### config.mk
export PLATFORM = sky130hd
export DESIGN_NAME = nonoverlap_pattern_matcher_unit
export DESIGN_NICKNAME = d
export VERILOG_FILES = /design/src/hw/rtl/nopm_pkg.sv /design/src/hw/rtl/nopm_cfg.sv /design/src/hw/rtl/nopm_window.sv /design/src/hw/rtl/nopm_match.sv /design/src/hw/rtl/nonoverlap_pattern_matcher_unit.sv
export SDC_FILE = /design/constraint.sdc
export NUM_CORES = 1
export LEC_CHECK = 0
export BUFFER_PORTS_ARGS = -buffer_cell sky130_fd_sc_hd__buf_2
export CORE_MARGIN = 2
export CORE_UTILIZATION = 45
export CTS_BUF_LIST = sky130_fd_sc_hd__clkbuf_4 sky130_fd_sc_hd__clkbuf_8
export CTS_CLUSTER_SIZE = 28
export DETAILED_ROUTE_END_ITERATION = 7
export PLACE_DENSITY = 0.71
export SLEW_MARGIN = 10
export SYNTH_ARGS = -nofsm -noshare
export SYNTH_HDL_FRONTEND = slang
export SYNTH_SLANG_ARGS = --single-unit
export TNS_END_PERCENT = 10
### constraint.sdc
create_clock -name i_clk -period 12.98 [get_ports i_clk]
set_input_delay 3.245 -clock i_clk [delete_from_list [all_inputs] [get_ports i_clk]]
set_output_delay 3.245 -clock i_clk [all_outputs]
set_load 0.02 [all_outputs]
### src/hw/rtl/nopm_pkg.sv
`default_nettype none
// ----------------------------------------------------------------------------
// nopm_pkg
// Shared types and constants for the non-overlapping pattern matcher.
// ----------------------------------------------------------------------------
package nopm_pkg;

    // pattern and text geometry
    localparam int MAX_PAT    = 16;
    localparam int BYTE_W     = 8;
    localparam int LEN_W      = 5;
    localparam int ES_W       = $clog2(MAX_PAT + 1);
    localparam int POS_W      = 16;
    localparam int CNT_W      = 16;

    // configuration port
    localparam int CFG_IDX_W  = 2;
    localparam int CFG_DATA_W = 64;

    localparam logic [CFG_IDX_W-1:0] REG_PAT_LO = 2'd0;
    localparam logic [CFG_IDX_W-1:0] REG_PAT_HI = 2'd1;
    localparam logic [CFG_IDX_W-1:0] REG_PAT_LEN = 2'd2;

    localparam logic [LEN_W-1:0] LEN_RESET = 5'd1;

    // saturation limits
    localparam logic [POS_W-1:0] POS_MAX = {POS_W{1'b1}};
    localparam logic [CNT_W-1:0] CNT_MAX = {CNT_W{1'b1}};
    localparam logic [ES_W-1:0]  ES_MAX  = ES_W'(MAX_PAT);

    // window of recent bytes, entry 0 the newest
    typedef logic [MAX_PAT-1:0][BYTE_W-1:0] t_win;

    // item held between the window stage and the match stage
    typedef struct packed {
        logic vld;
        logic last;
        t_win win;
    } t_item;

    // pattern aligned to the window, entry j compared with window entry j
    typedef struct packed {
        logic                 en;
        logic [LEN_W-1:0]     len;
        logic [MAX_PAT-1:0]   mask;
        t_win                 bytes;
    } t_pat;

endpackage
`default_nettype wire

### src/hw/rtl/nopm_cfg.sv
`default_nettype none
// ----------------------------------------------------------------------------
// nopm_cfg
// Configuration registers and the pattern realigned to window order.
// ----------------------------------------------------------------------------
module nopm_cfg
    import nopm_pkg::*;
(
    input  wire logic                  i_clk,
    input  wire logic                  i_rst_n,
    input  wire logic                  i_cfg_we,
    input  wire logic [CFG_IDX_W-1:0]  i_cfg_idx,
    input  wire logic [CFG_DATA_W-1:0] i_cfg_wdata,
    output t_pat                       o_pat
);

    logic [CFG_DATA_W-1:0]   r_pat_lo;
    logic [CFG_DATA_W-1:0]   r_pat_hi;
    logic [LEN_W-1:0]        r_len;
    logic [2*CFG_DATA_W-1:0] pat_cat;
    logic [LEN_W-1:0]        sel;
    t_pat                    r_pat;
    t_pat                    n_pat;

    // register writes; unused index is ignored
    always_ff @(posedge i_clk) begin
        if (!i_rst_n) begin
            r_pat_lo <= '0;
            r_pat_hi <= '0;
            r_len    <= LEN_RESET;
        end else if (i_cfg_we) begin
            case (i_cfg_idx)
                REG_PAT_LO:  r_pat_lo <= i_cfg_wdata;
                REG_PAT_HI:  r_pat_hi <= i_cfg_wdata;
                REG_PAT_LEN: r_len    <= i_cfg_wdata[LEN_W-1:0];
                default: ;
            endcase
        end
    end

    assign pat_cat = {r_pat_hi, r_pat_lo};

    // window entry j meets pattern byte len-1-j
    always_comb begin
        n_pat.en  = (r_len != '0) && (r_len <= LEN_W'(MAX_PAT));
        n_pat.len = r_len;
        sel       = '0;
        for (int k = 0; k < MAX_PAT; k++) begin
            sel            = r_len - LEN_W'(1) - LEN_W'(k);
            n_pat.mask[k]  = (LEN_W'(k) < r_len);
            n_pat.bytes[k] = pat_cat[BYTE_W*sel[$clog2(MAX_PAT)-1:0] +: BYTE_W];
        end
    end

    // aligned copy, registered from the configuration registers
    always_ff @(posedge i_clk) begin
        if (!i_rst_n) begin
            r_pat <= '0;
        end else begin
            r_pat <= n_pat;
        end
    end

    assign o_pat = r_pat;

endmodule
`default_nettype wire

### src/hw/rtl/nopm_window.sv
`default_nettype none
// ----------------------------------------------------------------------------
// nopm_window
// Input register: shifts each byte into the history and captures the window.
// ----------------------------------------------------------------------------
module nopm_window
    import nopm_pkg::*;
(
    input  wire logic              i_clk,
    input  wire logic              i_rst_n,
    input  wire logic              i_valid,
    input  wire logic [BYTE_W-1:0] i_text_byte,
    input  wire logic              i_is_last,
    input  wire logic              i_adv,
    output logic                   o_ready,
    output t_item                  o_item
);

    t_win  r_hist;
    t_win  win_new;
    logic  r_vld;
    logic  r_last;
    t_win  r_win;
    logic  accept;

    assign o_ready = !r_vld || i_adv;
    assign accept  = i_valid && o_ready;

    // newest byte in entry 0
    assign win_new = {r_hist[MAX_PAT-2:0], i_text_byte};

    // history clears after the last byte of a string
    always_ff @(posedge i_clk) begin
        if (!i_rst_n) begin
            r_hist <= '0;
        end else if (accept) begin
            r_hist <= i_is_last ? '0 : win_new;
        end
    end

    // stage register
    always_ff @(posedge i_clk) begin
        if (!i_rst_n) begin
            r_vld <= 1'b0;
        end else if (o_ready) begin
            r_vld <= i_valid;
        end
    end

    always_ff @(posedge i_clk) begin
        if (accept) begin
            r_last <= i_is_last;
            r_win  <= win_new;
        end
    end

    // field order: vld, last, win
    assign o_item = {r_vld, r_last, r_win};

endmodule
`default_nettype wire

### src/hw/rtl/nopm_match.sv
`default_nettype none
// ----------------------------------------------------------------------------
// nopm_match
// Window compare, per-string counters and the result register.
// ----------------------------------------------------------------------------
module nopm_match
    import nopm_pkg::*;
(
    input  wire logic        i_clk,
    input  wire logic        i_rst_n,
    input  t_item            i_item,
    input  t_pat             i_pat,
    output logic             o_adv,
    output logic             o_valid,
    input  wire logic        i_ready,
    output logic [CNT_W-1:0] o_match_count,
    output logic             o_found,
    output logic [POS_W-1:0] o_first_position
);

    logic [POS_W-1:0]   r_bidx,  n_bidx;
    logic [ES_W-1:0]    r_es,    n_es;
    logic [CNT_W-1:0]   r_occ,   n_occ;
    logic [POS_W-1:0]   r_first, n_first;
    logic               r_seen,  n_seen;
    logic               r_o_vld;
    logic [CNT_W-1:0]   r_o_cnt;
    logic               r_o_found;
    logic [POS_W-1:0]   r_o_pos;
    logic [MAX_PAT-1:0] byte_ok;
    logic [ES_W-1:0]    es_inc;
    logic [POS_W:0]     pos_calc;
    logic               hit;
    logic               out_free;

    // per-entry compare, unused entries pass
    always_comb begin
        for (int k = 0; k < MAX_PAT; k++) begin
            byte_ok[k] = !i_pat.mask[k] || (i_item.win[k] == i_pat.bytes[k]);
        end
    end

    // a last byte waits for a free result register
    assign out_free = !r_o_vld || i_ready;
    assign o_adv    = i_item.vld && (!i_item.last || out_free);

    assign es_inc   = (r_es < ES_MAX) ? r_es + ES_W'(1) : r_es;
    assign hit      = i_pat.en && ({1'b0, es_inc} >= (ES_W+1)'(i_pat.len)) && (&byte_ok);
    assign pos_calc = {1'b0, r_bidx} + (POS_W+1)'(2) - (POS_W+1)'(i_pat.len);

    // next per-string state
    always_comb begin
        n_es    = hit ? '0 : es_inc;
        n_occ   = (hit && r_occ != CNT_MAX) ? r_occ + CNT_W'(1) : r_occ;
        n_first = r_first;
        n_seen  = r_seen;
        if (hit && !r_seen) begin
            n_first = (r_bidx == POS_MAX) ? POS_MAX : pos_calc[POS_W-1:0];
            n_seen  = 1'b1;
        end
        n_bidx  = (r_bidx != POS_MAX) ? r_bidx + POS_W'(1) : r_bidx;
    end

    // string state, cleared after the last byte
    always_ff @(posedge i_clk) begin
        if (!i_rst_n) begin
            r_bidx  <= '0;
            r_es    <= '0;
            r_occ   <= '0;
            r_first <= '0;
            r_seen  <= 1'b0;
        end else if (o_adv) begin
            if (i_item.last) begin
                r_bidx  <= '0;
                r_es    <= '0;
                r_occ   <= '0;
                r_first <= '0;
                r_seen  <= 1'b0;
            end else begin
                r_bidx  <= n_bidx;
                r_es    <= n_es;
                r_occ   <= n_occ;
                r_first <= n_first;
                r_seen  <= n_seen;
            end
        end
    end

    // result register
    always_ff @(posedge i_clk) begin
        if (!i_rst_n) begin
            r_o_vld <= 1'b0;
        end else if (o_adv && i_item.last) begin
            r_o_vld <= 1'b1;
        end else if (i_ready) begin
            r_o_vld <= 1'b0;
        end
    end

    always_ff @(posedge i_clk) begin
        if (o_adv && i_item.last) begin
            r_o_cnt   <= n_occ;
            r_o_found <= n_seen;
            r_o_pos   <= n_seen ? n_first : '0;
        end
    end

    assign o_valid          = r_o_vld;
    assign o_match_count    = r_o_cnt;
    assign o_found          = r_o_found;
    assign o_first_position = r_o_pos;

endmodule
`default_nettype wire

### src/hw/rtl/nonoverlap_pattern_matcher_unit.sv
`default_nettype none
// A result is registered once its last byte has passed the window register.
// Throughput: one text byte per cycle; the window compare over 16 bytes and
// the counter update fit between the window register and the result register.
// A last byte holds the input only while an earlier result is still waiting.
// Reset: synchronous, active low; pattern registers clear, pattern length
// returns to 1, and all per-string state and pending results are dropped.
// ----------------------------------------------------------------------------
// nonoverlap_pattern_matcher_unit
// Counts non-overlapping pattern matches in a byte stream, reports per string.
// ----------------------------------------------------------------------------
module nonoverlap_pattern_matcher_unit
    import nopm_pkg::*;
(
    input  wire logic                  i_clk,
    input  wire logic                  i_rst_n,
    input  wire logic                  i_cfg_we,
    input  wire logic [CFG_IDX_W-1:0]  i_cfg_idx,
    input  wire logic [CFG_DATA_W-1:0] i_cfg_wdata,
    input  wire logic                  i_valid,
    output logic                       o_ready,
    input  wire logic [BYTE_W-1:0]     i_text_byte,
    input  wire logic                  i_is_last,
    output logic                       o_valid,
    input  wire logic                  i_ready,
    output logic [CNT_W-1:0]           o_match_count,
    output logic                       o_found,
    output logic [POS_W-1:0]           o_first_position
);

    t_pat  pat;
    t_item item;
    logic  adv;

    nopm_cfg u_cfg (
        .i_clk       (i_clk),
        .i_rst_n     (i_rst_n),
        .i_cfg_we    (i_cfg_we),
        .i_cfg_idx   (i_cfg_idx),
        .i_cfg_wdata (i_cfg_wdata),
        .o_pat       (pat)
    );

    nopm_window u_window (
        .i_clk       (i_clk),
        .i_rst_n     (i_rst_n),
        .i_valid     (i_valid),
        .i_text_byte (i_text_byte),
        .i_is_last   (i_is_last),
        .i_adv       (adv),
        .o_ready     (o_ready),
        .o_item      (item)
    );

    nopm_match u_match (
        .i_clk            (i_clk),
        .i_rst_n          (i_rst_n),
        .i_item           (item),
        .i_pat            (pat),
        .o_adv            (adv),
        .o_valid          (o_valid),
        .i_ready          (i_ready),
        .o_match_count    (o_match_count),
        .o_found          (o_found),
        .o_first_position (o_first_position)
    );

endmodule
`default_nettype wire

==> results.toml <==
[sta]
slew_headroom = 0.199
period_share = 0.558
fin_crit_ns = 7.24
fin_worst_skew_ns = 0.0684
setup_viol = 0
fmax_mhz = 138
hold_viol = 0
drv_slew = 0
rsz0062_at_grt = "false"
setup-tns-final_ns = 0
worst_pin_slew_ns = 1.19

[clock_tree]
cts.sinks = 620
post_cts_buffers = 0
numCtsBuffers = 98
cts_tree = "done"
h-tree-depth = 3
clock_latency_ns = 0.73
cts_hold_buf = 0
cts_buffer_depth = 3
clk_pin_slew_ns = 0.06
clockRootBuffer = "clkbuf_8"
cts_resized = 0

[global_route]
antenna_found_initial = 4
grt_max_degree = 118
grt.total_usage = 0.240
grt_remaining_overflow = 0
grt_pass1_vias = 20500
grt_pass1_wl_mm = 124

[drt]
ant_nets = 0
drt-initial-drc-count = 2485
vias = 22400
drtPass1Iterations = 7
wl_per_cell_um = 20.8
avgViaCountPerCell = 5.73
drc = 0
wirelength_mm = 81.2

[floorplan]
die_y_um = 259
die_w_um = 259
die-area_um2 = 67100
rows = 93
start_util = 0.455
core-area_um2 = 64300
io-pin-count = 115

[yosys]
ys_ff_latch = 620
async_flop_share = 0
synth_top_family_by_area = "simple AND/OR/NAND/NOR gates"
postSynthAreaPerCell_um2 = 10.1
ys_types = 70
yosysWarnings = 0
yosys-mux-area-fraction = 0.146
syn_area_um2 = 29300
synth-compound-area-share = 0.0797
synth_xor_area_frac = 0.0562
synth_ff_type = "dfxtp_1"
synthCells = 2907
syn_nets = 3034
seq_area_frac_synth = 0.480
synthAdderAreaFrac = 0.0204
synth_edf_count = 162
yosys.area_share.simple = 0.186

[power_and_ir_drop]
ir_drop_uv = 87.0
internal_power_mw = 3.22
p_clk_frac = 0.409
power_density_nw_per_um2 = 134
seqPwrFrac = 0.483
p_comb_frac = 0.108
switching_share = 0.261
p_sw_mw = 1.14
leakage_nw = 12.7

[layout]
fillers = 5740
post-route-util = 0.507
nNetsFinal = 3082
multi_input_area_um2 = 14300
area_growth_syn_to_layout_pct = 11.4
regArea_um2 = 14000
drive_above_1_share = 0.161

[setup_path]
end_kind = "primary output"
crit_required_ns = 9.73
cpPeakStageDelay_ns = 0.23
cp-start-kind = "input pin"
critPathMostFrequentCell = "buf_2"
path_max_fanout = 4
path_cells = "buf_2, nor2b_1, nand3_1, buf_2"
critPathArrivalTime_ns = 3.99
setup.worst_path.class = "input pin to primary output"
cp_slowest_cell = "nor2b_1"

[placement]
dp_hpwl_mm = 57.8
gp_congestion = 0.982
portBuffers = 114

[hold_path]
worstHoldPathType = "flip-flop to flip-flop"

[flow_run]
cap_viol_max_count = 0

[run_status]
status = "finished clean"
## cells in the mapped netlist (all sizes together), types with 22 or more instances
cell | number | area, um2
mux4 | 128 | 2880
ha | 46 | 576
inv | 40 | 150
xnor2 | 167 | 1490
o21ai | 35 | 179
a21oi | 286 | 1430
mux2i | 136 | 1360
buf | 53 | 246
o31ai | 22 | 165
and3 | 137 | 857
clkbuf | 146 | 548
edfxtp | 162 | 4860
nor2 | 203 | 764
nand2 | 560 | 2100
nand4 | 44 | 275
dfxtp | 458 | 9170
nor3b | 121 | 908
## critical path: cells and delay by family
kind	cells	cell delay [ns]
and+or+nand+nor	2	0.43
buffers and inverters	2	0.31
## cell usage in the layout (no fill, tap or decap), types with 6 or more instances in the layout
| cell type | instances |
|---|---|
| edfxtp_1 | 162 |
| buf_2 | 112 |
| dfxtp_1 | 456 |
| xnor2_1 | 161 |
| ha_1 | 45 |
| diode_2 | 6 |
| clkinv_1 | 6 |
| a21o_1 | 6 |
| xnor2_2 | 6 |
| a21oi_1 | 286 |
| inv_1 | 39 |
| nand4_1 | 44 |
| o31ai_1 | 22 |
| nand2_1 | 558 |
| buf_4 | 35 |
| xor2_1 | 14 |
| nand2b_1 | 9 |
| o311ai_0 | 8 |
| nor2_1 | 201 |
| nand3_1 | 16 |
| and3_1 | 137 |
| a32oi_1 | 7 |
| clkinv_2 | 14 |
| clkbuf_8 | 120 |
| a22o_1 | 17 |
| mux4_2 | 128 |
| clkbuf_4 | 37 |
| nor3b_1 | 120 |
| o21ai_0 | 32 |
| mux2i_1 | 136 |
| nor3_1 | 9 |
## cell families after synthesis
family | Yosys count
DFF | 620
buffers and inverters | 240
muxes | 266
xor gates and xnor gates | 183
adders and majority gates | 47
AOI/OAI and AO/OA | 409
and+or+nand+nor | 1142
## final timing paths
check | startpoint | to | slack [ns] | cells past startpoint
min | u_window.r_hist[118] | u_window.o_item[126] | 0.44 | 0
min reg2reg | u_window.r_hist[118] | u_window.o_item[126] | 0.44 | 0
max reg2reg | u_cfg.r_len[0] | u_cfg.o_pat[118] | 7.89 | 7
max | i_ready | o_ready | 5.74 | 4
## area by class of cell
cell class                      count  share of cell area
Multi-Input combinational cell   2047               0.440
Sequential cell                   620               0.431
Clock buffer                      157              0.0592
Tap cell                          855              0.0328
Timing Repair Buffer              147              0.0253
Clock inverter                     27             0.00668
Inverter                           41             0.00511
Antenna cell                        6            0.000461
## per-stage QoR
stage	cell area, um2	setup slack (ns)	std cells	hold slack (ns)	total power [mW]
finish	32600	5.74	3900	0.436	4.36
global route	32600	5.67	3895	0.448	4.52
CTS	32600	5.74	3894	0.432	4.38
detailed placement	30400	5.75	3710	0.418	2.61
global placement	30400	5.78	3710	0.412	2.60
floorplan	29300	5.87	2907	0.409	2.46
## sequential cells by signal, indices dropped and copies added (netlist names), 64 cells and up
signal / cells
u_cfg.o_pat: 149
u_window.r_hist: 120
u_window.o_item: 128
u_cfg.r_pat_lo: 64
u_cfg.r_pat_hi: 64
## power groups by stage
stage	Clock, mW	Combinational, mW	Sequential [mW]
4_1_cts	1.81	0.465	2.11
5_1_grt	1.89	0.510	2.11
6_report	1.78	0.471	2.11
3_5_place_dp	0	0.463	2.15
2_1_floorplan	0	0.330	2.13
3_3_place_gp	0	0.457	2.15
## per-layer routing
metal / up-vias / GRT usage / wire length [um]
li1: 10400 / - / -
met1: 10800 / 0.327 / 33700
met2: 1029 / 0.372 / 36800
met3: 203 / 0.0402 / 6470
met4: 0 / 0.119 / 4190
met5: - / 0 / 0
No activity file was read; power rests on OpenSTA's default activity.
